$ cat src/rtl/poi_pkg.sv
// shared types and constants for the planar odometry integrator
package poi_pkg;

  // width of the cordic iteration index (atan table has 32 entries)
  localparam int IDX_W = 5;

  // width of one rounded position delta in nanometres
  localparam int DELTA_W = 34;

  // width of the cordic angle residue
  localparam int ANG_W = 34;

  // cordic gain, 0.6072529350 in q2.30
  localparam longint CORDIC_K_Q30 = 64'sd652032874;

  // atan(2^-i) in units of 2^-32 turn
  localparam logic [31:0] ATAN_TAB [32] = '{
    32'd536870912, 32'd316933406, 32'd167458907, 32'd85004756,
    32'd42667331,  32'd21354465,  32'd10679838,  32'd5340245,
    32'd2670163,   32'd1335087,   32'd667544,    32'd333772,
    32'd166886,    32'd83443,     32'd41722,     32'd20861,
    32'd10430,     32'd5215,      32'd2608,      32'd1304,
    32'd652,       32'd326,       32'd163,       32'd81,
    32'd41,        32'd20,        32'd10,        32'd5,
    32'd3,         32'd1,         32'd1,         32'd0
  };

  typedef enum logic [2:0] {
    S_IDLE,
    S_ROT,
    S_MUL,
    S_SAT,
    S_PUSH
  } state_t;

  // multiplier sequence; each op after OP_VFC also retires the product of the op before it
  typedef enum logic [3:0] {
    OP_IDLE,
    OP_VFC,
    OP_VLS,
    OP_VFS,
    OP_VLC,
    OP_DX,
    OP_DY,
    OP_YAW,
    OP_HDG
  } op_t;

  typedef struct packed {
    logic             load;
    logic             rot;
    logic [IDX_W-1:0] idx;
    op_t              op;
    logic             commit;
    logic             push;
  } cmd_t;

endpackage

$ cat src/rtl/poi_if.sv
// valid/ready channel interfaces for tick input and pose output
interface poi_tick_if;
  logic               valid;
  logic               ready;
  logic signed [15:0] vel_forward;
  logic signed [15:0] vel_lateral;
  logic signed [23:0] yaw_rate;
  logic [15:0]        elapsed_us;

  modport source (output valid, output vel_forward, output vel_lateral,
                  output yaw_rate, output elapsed_us, input ready);
  modport sink (input valid, input vel_forward, input vel_lateral,
                input yaw_rate, input elapsed_us, output ready);
endinterface

interface poi_pose_if #(
  parameter int POS_BITS = 48
);
  logic                       valid;
  logic                       ready;
  logic signed [POS_BITS-1:0] pos_x;
  logic signed [POS_BITS-1:0] pos_y;
  logic [31:0]                heading_angle;
  logic                       saturated;

  modport source (output valid, output pos_x, output pos_y,
                  output heading_angle, output saturated, input ready);
  modport sink (input valid, input pos_x, input pos_y,
                input heading_angle, input saturated, output ready);
endinterface

$ cat src/rtl/poi_ctrl.sv
// sequencer: cordic iterations, multiplier op order, commit and output hand-off
module poi_ctrl import poi_pkg::*; #(
  parameter int TRIG_BITS = 16
) (
  input  logic clk,
  input  logic rst,
  input  logic in_valid,
  output logic in_ready,
  output logic out_valid,
  input  logic out_ready,
  output cmd_t cmd
);

  localparam int CW = $clog2(TRIG_BITS);

  state_t        state, state_next;
  logic [CW-1:0] cnt, cnt_next;
  op_t           op, op_next;
  logic          out_valid_next;

  function automatic op_t succ(op_t o);
    case (o)
      OP_VFC:  succ = OP_VLS;
      OP_VLS:  succ = OP_VFS;
      OP_VFS:  succ = OP_VLC;
      OP_VLC:  succ = OP_DX;
      OP_DX:   succ = OP_DY;
      OP_DY:   succ = OP_YAW;
      OP_YAW:  succ = OP_HDG;
      default: succ = OP_HDG;
    endcase
  endfunction

  always_ff @(posedge clk) begin
    if (rst) begin
      state     <= S_IDLE;
      cnt       <= '0;
      op        <= OP_IDLE;
      out_valid <= 1'b0;
    end else begin
      state     <= state_next;
      cnt       <= cnt_next;
      op        <= op_next;
      out_valid <= out_valid_next;
    end
  end

  assign in_ready = (state == S_IDLE);

  always_comb begin
    state_next     = state;
    cnt_next       = cnt;
    op_next        = op;
    out_valid_next = out_valid;
    cmd            = '0;
    if (out_valid && out_ready) out_valid_next = 1'b0;
    case (state)
      S_IDLE: begin
        if (in_valid) begin
          cmd.load   = 1'b1;
          cnt_next   = '0;
          state_next = S_ROT;
        end
      end
      S_ROT: begin
        cmd.rot = 1'b1;
        cmd.idx = IDX_W'(cnt);
        if (cnt == CW'(TRIG_BITS - 1)) begin
          op_next    = OP_VFC;
          state_next = S_MUL;
        end else begin
          cnt_next = cnt + 1'b1;
        end
      end
      S_MUL: begin
        cmd.op = op;
        if (op == OP_HDG) begin
          op_next    = OP_IDLE;
          state_next = S_SAT;
        end else begin
          op_next = succ(op);
        end
      end
      S_SAT: begin
        cmd.commit = 1'b1;
        state_next = S_PUSH;
      end
      S_PUSH: begin
        // output slot free or emptying this cycle
        if (!out_valid || out_ready) begin
          cmd.push       = 1'b1;
          out_valid_next = 1'b1;
          state_next     = S_IDLE;
        end
      end
      default: state_next = S_IDLE;
    endcase
  end

endmodule

$ cat src/rtl/poi_dpath.sv
// datapath: cordic sin/cos, shared mult, saturating x/y accumulators, output register
module poi_dpath import poi_pkg::*; #(
  parameter int POS_BITS  = 48,
  parameter int TRIG_BITS = 16
) (
  input  logic                       clk,
  input  logic                       rst,
  input  cmd_t                       cmd,
  input  logic signed [15:0]         vel_forward,
  input  logic signed [15:0]         vel_lateral,
  input  logic signed [23:0]         yaw_rate,
  input  logic [15:0]                elapsed_us,
  output logic signed [POS_BITS-1:0] pos_x,
  output logic signed [POS_BITS-1:0] pos_y,
  output logic [31:0]                heading_angle,
  output logic                       saturated
);

  localparam int XW = TRIG_BITS + 2;
  localparam int AW = TRIG_BITS + 17;
  localparam int PW = AW + 17;
  localparam int SW = ((POS_BITS > DELTA_W) ? POS_BITS : DELTA_W) + 1;

  localparam longint X0_FULL =
    (CORDIC_K_Q30 + (64'sd1 <<< (30 - TRIG_BITS))) >>> (31 - TRIG_BITS);
  localparam logic signed [XW-1:0] X0   = XW'(X0_FULL);
  localparam logic signed [XW-1:0] TMAX = XW'((64'sd1 <<< (TRIG_BITS - 1)) - 64'sd1);
  localparam logic signed [XW-1:0] TMIN = XW'(-(64'sd1 <<< (TRIG_BITS - 1)));
  localparam logic [PW-1:0] HALF = {{(PW-1){1'b0}}, 1'b1} << (TRIG_BITS - 2);
  localparam logic signed [SW-1:0] POS_HI = SW'({1'b0, {(POS_BITS-1){1'b1}}});
  localparam logic signed [SW-1:0] POS_LO = ~POS_HI;

  // latched tick
  logic signed [15:0] vf, vl;
  logic signed [23:0] yaw;
  logic [15:0]        dt;

  // state
  logic signed [POS_BITS-1:0] acc_x, acc_y;
  logic [31:0]                acc_heading;

  // cordic
  logic [1:0]              quad;
  logic signed [XW-1:0]    x, y;
  logic signed [ANG_W-1:0] z;
  logic [1:0]              hq;
  logic [31:0]             h_sum, h_res;
  logic signed [ANG_W-1:0] ang;

  logic signed [XW-1:0]        c_raw, s_raw, c_clp, s_clp;
  logic signed [TRIG_BITS-1:0] cos_v, sin_v;

  // multiplier and partial sums
  logic signed [AW-1:0]      mul_a;
  logic signed [16:0]        mul_b;
  logic signed [PW-1:0]      prod, rnd, rnd_sh;
  logic signed [AW-1:0]      sx, sy;
  logic signed [DELTA_W-1:0] dx, dy;

  logic signed [SW-1:0] sum_x, sum_y;
  logic                 clip;

  assign h_sum = acc_heading + 32'h2000_0000;
  assign hq    = h_sum[31:30];
  assign h_res = acc_heading - {hq, 30'd0};
  assign ang   = signed'({2'b00, ATAN_TAB[cmd.idx]});

  // quarter-turn fold then clamp to the trig range
  always_comb begin
    case (quad)
      2'd0:    begin c_raw = x;  s_raw = y;  end
      2'd1:    begin c_raw = -y; s_raw = x;  end
      2'd2:    begin c_raw = -x; s_raw = -y; end
      default: begin c_raw = y;  s_raw = -x; end
    endcase
    c_clp = (c_raw > TMAX) ? TMAX : ((c_raw < TMIN) ? TMIN : c_raw);
    s_clp = (s_raw > TMAX) ? TMAX : ((s_raw < TMIN) ? TMIN : s_raw);
    cos_v = c_clp[TRIG_BITS-1:0];
    sin_v = s_clp[TRIG_BITS-1:0];
  end

  always_comb begin
    case (cmd.op)
      OP_VFC:  begin mul_a = AW'(cos_v); mul_b = 17'(vf); end
      OP_VLS:  begin mul_a = AW'(sin_v); mul_b = 17'(vl); end
      OP_VFS:  begin mul_a = AW'(sin_v); mul_b = 17'(vf); end
      OP_VLC:  begin mul_a = AW'(cos_v); mul_b = 17'(vl); end
      OP_DX:   begin mul_a = sx;         mul_b = signed'({1'b0, dt}); end
      OP_DY:   begin mul_a = sy;         mul_b = signed'({1'b0, dt}); end
      OP_YAW:  begin mul_a = AW'(yaw);   mul_b = signed'({1'b0, dt}); end
      default: begin mul_a = '0;         mul_b = '0; end
    endcase
  end

  assign rnd    = prod + signed'(HALF);
  assign rnd_sh = rnd >>> (TRIG_BITS - 1);

  assign sum_x = SW'(acc_x) + SW'(dx);
  assign sum_y = SW'(acc_y) + SW'(dy);

  always_ff @(posedge clk) begin
    if (cmd.load) begin
      vf   <= vel_forward;
      vl   <= vel_lateral;
      yaw  <= yaw_rate;
      dt   <= elapsed_us;
      quad <= hq;
      x    <= X0;
      y    <= '0;
      z    <= ANG_W'(signed'(h_res));
    end
    if (cmd.rot) begin
      if (!z[ANG_W-1]) begin
        x <= x - (y >>> cmd.idx);
        y <= y + (x >>> cmd.idx);
        z <= z - ang;
      end else begin
        x <= x + (y >>> cmd.idx);
        y <= y - (x >>> cmd.idx);
        z <= z + ang;
      end
    end
    prod <= mul_a * mul_b;
    case (cmd.op)
      OP_VLS:  sx <= prod[AW-1:0];
      OP_VFS:  sx <= sx - prod[AW-1:0];
      OP_VLC:  sy <= prod[AW-1:0];
      OP_DX:   sy <= sy + prod[AW-1:0];
      OP_DY:   dx <= rnd_sh[DELTA_W-1:0];
      OP_YAW:  dy <= rnd_sh[DELTA_W-1:0];
      default: ;
    endcase
    if (cmd.commit) begin
      clip <= (sum_x > POS_HI) || (sum_x < POS_LO) ||
              (sum_y > POS_HI) || (sum_y < POS_LO);
    end
    if (cmd.push) begin
      pos_x         <= acc_x;
      pos_y         <= acc_y;
      heading_angle <= acc_heading;
      saturated     <= clip;
    end
  end

  always_ff @(posedge clk) begin
    if (rst) begin
      acc_x       <= '0;
      acc_y       <= '0;
      acc_heading <= '0;
    end else begin
      if (cmd.op == OP_HDG) acc_heading <= acc_heading + prod[31:0];
      if (cmd.commit) begin
        acc_x <= (sum_x > POS_HI) ? POS_HI[POS_BITS-1:0] :
                 (sum_x < POS_LO) ? POS_LO[POS_BITS-1:0] : sum_x[POS_BITS-1:0];
        acc_y <= (sum_y > POS_HI) ? POS_HI[POS_BITS-1:0] :
                 (sum_y < POS_LO) ? POS_LO[POS_BITS-1:0] : sum_y[POS_BITS-1:0];
      end
    end
  end

endmodule

$ cat src/rtl/planar_odometry_integrator.sv
// top level of the planar odometry integrator
//
//   channel  dir  handshake      payload
//   tick     in   valid/ready    vel_forward, vel_lateral, yaw_rate, elapsed_us
//   pose     out  valid/ready    pos_x, pos_y, heading_angle, saturated
//
// pose valid follows an accepted tick after TRIG_BITS cordic iterations, eight passes
// through the shared multiplier, one saturating commit and the load of the output
// register; the sequencer then returns to idle before it takes the next tick.
// tick.ready is high only while the sequencer is idle; the pose register holds its beat
// until taken, one more tick is worked while it waits and then stalls at the hand-off.
// reset clears position and heading to zero and empties the output register.
module planar_odometry_integrator import poi_pkg::*; #(
  parameter int POS_BITS  = 48,
  parameter int TRIG_BITS = 16
) (
  input logic        clk,
  input logic        rst,
  poi_tick_if.sink   tick,
  poi_pose_if.source pose
);

  cmd_t cmd;

  poi_ctrl #(
    .TRIG_BITS (TRIG_BITS)
  ) u_ctrl (
    .clk       (clk),
    .rst       (rst),
    .in_valid  (tick.valid),
    .in_ready  (tick.ready),
    .out_valid (pose.valid),
    .out_ready (pose.ready),
    .cmd       (cmd)
  );

  poi_dpath #(
    .POS_BITS  (POS_BITS),
    .TRIG_BITS (TRIG_BITS)
  ) u_dpath (
    .clk           (clk),
    .rst           (rst),
    .cmd           (cmd),
    .vel_forward   (tick.vel_forward),
    .vel_lateral   (tick.vel_lateral),
    .yaw_rate      (tick.yaw_rate),
    .elapsed_us    (tick.elapsed_us),
    .pos_x         (pose.pos_x),
    .pos_y         (pose.pos_y),
    .heading_angle (pose.heading_angle),
    .saturated     (pose.saturated)
  );

endmodule

$ cat src/flat_wrapper.sv
// flat-port wrapper written by rule: the top's interface ports become plain ports
module planar_odometry_integrator_flat import poi_pkg::*;
#(
  parameter int POS_BITS  = 48,
  parameter int TRIG_BITS = 16
)
  (clk, rst, tick_valid, tick_vel_forward, tick_vel_lateral, tick_yaw_rate, tick_elapsed_us, tick_ready, pose_valid, pose_pos_x, pose_pos_y, pose_heading_angle, pose_saturated, pose_ready);
  poi_tick_if tick_i ();
  poi_pose_if #(.POS_BITS(POS_BITS)) pose_i ();
  input logic clk;
  input logic rst;
  input wire logic [$bits(tick_i.valid)-1:0] tick_valid;
  input wire logic [$bits(tick_i.vel_forward)-1:0] tick_vel_forward;
  input wire logic [$bits(tick_i.vel_lateral)-1:0] tick_vel_lateral;
  input wire logic [$bits(tick_i.yaw_rate)-1:0] tick_yaw_rate;
  input wire logic [$bits(tick_i.elapsed_us)-1:0] tick_elapsed_us;
  output wire logic [$bits(tick_i.ready)-1:0] tick_ready;
  output wire logic [$bits(pose_i.valid)-1:0] pose_valid;
  output wire logic [$bits(pose_i.pos_x)-1:0] pose_pos_x;
  output wire logic [$bits(pose_i.pos_y)-1:0] pose_pos_y;
  output wire logic [$bits(pose_i.heading_angle)-1:0] pose_heading_angle;
  output wire logic [$bits(pose_i.saturated)-1:0] pose_saturated;
  input wire logic [$bits(pose_i.ready)-1:0] pose_ready;
  assign tick_i.valid = tick_valid;
  assign tick_i.vel_forward = tick_vel_forward;
  assign tick_i.vel_lateral = tick_vel_lateral;
  assign tick_i.yaw_rate = tick_yaw_rate;
  assign tick_i.elapsed_us = tick_elapsed_us;
  assign tick_ready = tick_i.ready;
  assign pose_valid = pose_i.valid;
  assign pose_pos_x = pose_i.pos_x;
  assign pose_pos_y = pose_i.pos_y;
  assign pose_heading_angle = pose_i.heading_angle;
  assign pose_saturated = pose_i.saturated;
  assign pose_i.ready = pose_ready;
  planar_odometry_integrator #(.POS_BITS(POS_BITS), .TRIG_BITS(TRIG_BITS)) u_core (.clk(clk), .rst(rst), .tick(tick_i), .pose(pose_i));
endmodule
$ cat config.mk
export PLATFORM = sky130hd
export DESIGN_NAME = planar_odometry_integrator_flat
export DESIGN_NICKNAME = d
export VERILOG_FILES = /design/src/rtl/poi_pkg.sv /design/src/rtl/poi_if.sv /design/src/rtl/poi_ctrl.sv /design/src/rtl/poi_dpath.sv /design/src/rtl/planar_odometry_integrator.sv /design/src/flat_wrapper.sv
export SDC_FILE = /design/constraint.sdc
export NUM_CORES = 2
export LEC_CHECK = 0
export BUFFER_PORTS_ARGS = -buffer_cell sky130_fd_sc_hd__buf_4
export CORE_MARGIN = 3
export CORE_UTILIZATION = 35
export DETAILED_ROUTE_END_ITERATION = 12
export RECOVER_POWER = 100
export SLEW_MARGIN = 0
export SYNTH_ARGS = -nofsm -noshare
export SYNTH_HDL_FRONTEND = slang
export SYNTH_HIERARCHICAL = 1
export SYNTH_SLANG_ARGS = --single-unit
$ cat constraint.sdc
create_clock -name clk -period 19.5 [get_ports clk]
set_clock_uncertainty 0.05 [all_clocks]
set_input_delay 0.975 -clock clk [delete_from_list [all_inputs] [get_ports clk]]
set_output_delay 0.975 -clock clk [all_outputs]
set_load 0.03 [all_outputs]
# Word-level counts from Yosys, hierarchy flattened

Memory sizes are Yosys's and may differ from the RTL's.
Index checks and enable logic that the tools add are counted.
Widths: inputs -> output; s select.

Flip-flop bits (word level): 597
Bits in read-only memories: 1024
Input bits: 76
Output and inout port bits: 131
Logic and storage cells: 151
Memories: 1

Add/sub/neg operators: 17
Multipliers: 1
$lt $le $gt $ge: 9
Equality and inequality tests: 27
Shift operators: 2
Multiplexer cells: 47
Bitwise operators: 1
Reductions and logical operators: 21

Memory list:

| memory          | depth | bits a word | read ports | clocked after memory_dff | write ports | line            | RTL |
|---|---|---|---|---|---|---|---|
| (no name shown) | 32    | 32          | 1          | 0                        | 0           | poi_dpath.sv:66 | `assign ang = signed'({2'b00, ATAN_TAB[cmd.idx]});` |

Operators by type and width:

| operator               | number |
|---|---|
| $mux 48                | 4 |
| $pmux 33 s5            | 1 |
| $pmux 33 s2            | 2 |
| $mux 18                | 6 |
| $pmux 18 s3            | 2 |
| $mux 34                | 3 |
| $add 48x34->49         | 2 |
| $gt 49x48->1 const B   | 2 |
| $lt 49x48->1 const B   | 2 |
| $mux 16                | 4 |
| $mux 32                | 2 |
| $pmux 17 s3            | 1 |
| $add 49x16->49 const B | 1 |
| $mul 33x17->49         | 1 |
| $add 18x18->18         | 2 |
| $gt 18x16->1 const B   | 2 |
| $lt 18x16->1 const B   | 2 |
| $neg 18->18            | 2 |
| $sshr 18x5->18         | 2 |
| $sub 18x18->18         | 2 |
| $add 34x33->34         | 1 |
| $sub 34x33->34         | 1 |
| $add 33x33->33         | 1 |
| $sub 33x33->33         | 1 |
| other kinds (34)       | 76 |

# Logic depth before layout (Yosys ltp)

Depth after elaboration: 9
Gate-level depth with buffers: 42
Depth with buffers taken out: 39

# By module

Netlist, hierarchy kept.

By module, submodules not included:

| module    | times used | cells an instance | area each (µm²) | seq. area each (µm²) |
|---|---|---|---|---|
| poi_dpath | 1          | 6305              | 57920.6         | 15795.1 |
| poi_ctrl  | 1          | 85                | 684.4           | 240.2 |

# Worst setup path before layout

No wires, ideal clock.

Path type: register to register
From: register u_core.u_ctrl.state[2]
To: register u_core.u_dpath.prod[47]
Setup time: 0.072 ns
Data arrival time: 9.795 ns
Required time: 19.378 ns
Setup slack: 9.583 ns
Cell stages (with the launch flop): 36
Path buffers: 4
Period minus slack after synthesis: 9.917 ns
Cell sequence: dfxtp_1 -> clkbuf_2 -> nor3b_2 -> and2_1 -> nand2b_1 -> nor2_1 -> and2_1 -> clkbuf_1 -> clkbuf_1 -> a222oi_1 -> and4_1 -> buf_2 -> nor2_1 -> fa_1 -> inv_1 -> fa_1 -> fa_1 -> fa_1 -> inv_1 -> fa_1 -> inv_1 -> fa_1 -> inv_1 -> ha_1 -> a21oi_1 -> o21ai_0 -> a21oi_1 -> o2bb2ai_1 -> o22ai_1 -> o21a_1 -> o221ai_1 -> a211o_1 -> a21oi_1 -> o211ai_1 -> a221oi_1 -> xnor2_1

RTL lines:

| what                   | line             | RTL |
|---|---|---|
| from (decl)            | poi_ctrl.sv:16   | `state_t state, state_next;` |
| from (signal assigned) | poi_ctrl.sv:41   | `state <= state_next;` |
| to (signal assigned)   | poi_dpath.sv:123 | `prod <= mul_a * mul_b;` |
| to (decl)              | poi_dpath.sv:56  | `logic signed [PW-1:0] prod, rnd, rnd_sh;` |

==> key figures <==
Run status
  – Outcome: finished with violations
  – Failing checks: max-capacitance violations, max-slew violations

Critical path
  – R2R depth: 31
  – Flop2flop setup slack: 5550 ps
  – Slowest-stage cell, CP: and2_0
  – Worst R2R End: u_core/u_dpath/prod[48]
  – Startpoint Class: flop
  – WP data required: 19,970 ps
  – Crit. End Element: flop
  – Crit path kind: flop to flop
  – Data arrival time of the worst path: ~14,000 ps
  – Most Frequent Cell on Critical Path: fa_1
  – Worst path max stage delay: between 2000 and 2500 ps
  – Worst-path maximum fanout: 48
  – Worst r2r src: u_core/u_ctrl/state[1]

Timing
  – Fmax: roughly 70 MHz
  – Max-slew headroom: -1.800
  – Setup TNS Final: 0 ps
  – Worst hold-check slack: 421.6 ps
  – Final Max Slew Viols: 1,095
  – Final Critical Period: ~14,000 ps
  – RSZ-0062 raised after global routing: no
  – Tightest Pin Transition: approximately 4200 ps
  – Fin crit share: 0.7154
  – Setup violators final: 0
  – Final-report hold violation count: 0

Cells and area
  – Area grow syn2layout: 9.259%
  – Share of cells above drive strength 1: 0.05522
  – Final core utilization: 0.3863
  – Most common cell after layout, fill and taps aside: inv_1
  – Final instance area: 64,030 sq um
  – Most frequent cells in the layout: 722 x inv_1, 687 x nand2_1, 682 x nor2_1
  – Post-layout nets: approximately 7,400

Yosys
  – Yosys warns: 6
  – Distinct cell type count after synthesis: approximately 110
  – Sequential element share of the synthesized area: 0.2736
  – Post-synth top area cell: edfxtp_1
  – Post-synth top flop: edfxtp_1
  – Syn nets: 7,391
  – Async S/R FF share, synth: 0
  – Mean post-synth cell area: a little over 9 sq um
  – Post-synth top area share: 0.2091
  – EDFF count, synth: 408
  – Post-Syn Area: 58,600 sq um
  – Cells after Synth: between 6,000 and 7,000
  – FF+latch count, synth: 597
  – Largest cells by area after synthesis: edfxtp_1 21%, fa_1 18%, ha_1 8.3%

CTS
  – H-tree levels: 3
  – Clk pin slew, worst setup/hold paths: approximately 60 ps
  – Hold buffers post-CTS: 0
  – Clock Sinks: between 500 and 600
  – Cts bufs inserted: 75
  – CTS root buffer: clkbuf_16
  – Post-CTS Setup Inserts: 0
  – Worst-Skew Late Latency: slightly below 700 ps
  – CTS tree: yes
  – Clk buf depth: 3
  – # resized after CTS: 0

Worst hold path
  – Hold Crit Class: flop to flop
  – Min-Delay Path Depth: 0
  – Hold path start: u_core/u_dpath/acc_x[41]
  – Hold endpoint: u_core/u_dpath/pos_x[41]

Floorplan
  – Die Span Y: 415.2 um
  – Initial core utilization: 0.3536
  – Row cnt: approximately 150
  – I/O pin count: around 210
  – Die area: 172,400 sq um
  – Chip width: 415.2 um
  – Core area: approximately 170,000 sq um

GRT
  – Largest net degree at the start of global routing: between 90 and 100
  – Total grt overflow: 0
  – Vias in the first global route: about 46,000
  – Total GRT Usage: 0.1981
  – First-pass GRT wire length: ~270 mm
  – Initial antenna violation count: 4

Drt
  – Via/cell ratio: roughly 5.4
  – Via Count: between 40,000 and 50,000
  – Drt first pass iters: 6
  – ANT nets after route: 0
  – Drc violations: 0
  – Final wirelength: between 150 and 200 mm
  – Drt wl/cell: 19.97 um
  – Iteration-0 DRC Markers: about 4,200

Placed design
  – Hpwl dp: between 100 and 150 mm
  – GP Congestion: roughly 0.94
  – PortBufs: 206
  – Area after DPL: about 62,000 sq um

Pwr
  – Leak: ~27 nW
  – Maximum vdd drop: between 0.06 and 0.07 mV
  – Power Density: 60.45 nW/um^2

Job
  – Max-capacitance violation count: 22
==> Yosys cell counts (26+ instances only) <==
| cell type | n |
|---|---|
| a211oi_1 | 83 |
| a21o_1 | 171 |
| a21oi_1 | 362 |
| a311oi_1 | 47 |
| a31oi_1 | 43 |
| and2_1 | 43 |
| and3_1 | 37 |
| buf_2 | 35 |
| clkbuf_1 | 239 |
| dfxtp_1 | 189 |
| edfxtp_1 | 408 |
| fa_1 | 538 |
| ha_1 | 387 |
| inv_1 | 723 |
| maj3_1 | 52 |
| mux2_2 | 39 |
| mux2i_1 | 39 |
| mux4_2 | 26 |
| nand2_1 | 687 |
| nand2b_1 | 71 |
| nand3_1 | 85 |
| nand4_1 | 58 |
| nor2_1 | 684 |
| nor2b_1 | 45 |
| nor3_1 | 60 |
| o211ai_1 | 34 |
| o21a_1 | 37 |
| o21ai_0 | 297 |
| o21bai_1 | 38 |
| o31ai_1 | 30 |
| xnor2_1 | 255 |
| xor2_1 | 161 |
==> logic make-up (layout without fill, tap and decap cells) <==
group	count (synthesis)	count (layout)	synth area share
AOI/OAI and AO/OA	1353	1353	0.1505
adders and majority gates	977	977	0.2753
muxes	104	104	0.02415
xor gates and xnor gates	417	417	0.06245
buffers and inverters	1037	1130	0.06860
DFF	597	597	0.2736
and+or+nand+nor	1904	1904	0.1454
other	1	2	0.00006399
==> stage by stage <==
stage	total power, mW	std cells	worst slack, ps
finish	3.871	8673	5550
global route	4.072	8673	4719
CTS	3.903	8672	8462
detailed placement	2.428	8535	8518
global placement	2.411	8535	8706
floorplan	2.216	6390	9583
==> critical path: cells and delay by family, from the launching register on <==
kind / cells / cell delay (ps)
AOI/OAI and AO/OA: 8 / 2280
adders and majority gates: 7 / 3480
DFF: 1 / 410
and+or+nand+nor: 11 / 5640
buffers and inverters: 4 / 1750
xor gates and xnor gates: 1 / 140
==> per-layer routing <==
layer  track usage  vias to the layer above  routed length [um]
met4       0.05661                        0                4728
met2        0.3033                     1668               74780
li1              -                    21888                   -
met3       0.03761                      240               13550
met1        0.2844                    22947               80150
met5             0                        -                   0
==> registers in the layout, indices dropped and copies added (netlist names), 2 cells and up <==
| name | count |
|---|---|
| u_core/u_ctrl/cnt | 4 |
| u_core/u_dpath/acc_heading | 32 |
| u_core/u_ctrl/op | 4 |
| u_core/u_dpath/acc_y | 48 |
| u_core/u_dpath/yaw | 24 |
| u_core/u_dpath/heading_angle | 32 |
| u_core/u_dpath/sy | 33 |
| u_core/u_dpath/vl | 16 |
| u_core/u_dpath/acc_x | 48 |
| u_core/u_dpath/sx | 33 |
| u_core/u_dpath/prod | 49 |
| u_core/u_dpath/x | 18 |
| u_core/u_dpath/y | 18 |
| u_core/u_dpath/pos_x | 48 |
| u_core/u_dpath/dt | 16 |
| u_core/u_dpath/z | 34 |
| u_core/u_dpath/dy | 34 |
| u_core/u_dpath/quad | 2 |
| u_core/u_ctrl/state | 3 |
| u_core/u_dpath/pos_y | 48 |
| u_core/u_dpath/dx | 34 |
| u_core/u_dpath/vf | 16 |
==> power by group <==
part	switching, mW	total [mW]	internal, mW
logic	0.514	0.923	0.409
registers	0.0863	1.50	1.42
clock network	0.598	1.45	0.848
total	1.20	3.87	2.67
==> how the worst max path moves through the flow <==
stage                                start                       to  slack [ps]  cells past startpoint
finish              u_core/u_ctrl/state[1]  u_core/u_dpath/prod[48]        5550                     31
global route        u_core/u_ctrl/state[1]  u_core/u_dpath/prod[48]        4720                     31
CTS                    u_core/u_dpath/y[1]  u_core/u_dpath/prod[48]        8460                     36
detailed placement     u_core/u_dpath/y[1]  u_core/u_dpath/prod[48]        8520                     36
global placement       u_core/u_dpath/y[1]  u_core/u_dpath/prod[48]        8710                     36
floorplan           u_core/u_ctrl/state[2]  u_core/u_dpath/prod[47]        9580                     35
==> final cells by class <==
cell class / instances / area, sq um
Multi-Input combinational cell: 4756 / 38590
Timing Repair Buffer: 265 / 1419
Clock inverter: 42 / 544.3
Sequential cell: 597 / 16040
Inverter: 728 / 2734
Fill cell: 16542 / 101700
Clock buffer: 95 / 1972
Antenna cell: 1 / 2.502
Tap cell: 2189 / 2739
No activity file was read; power rests on OpenSTA's default activity.
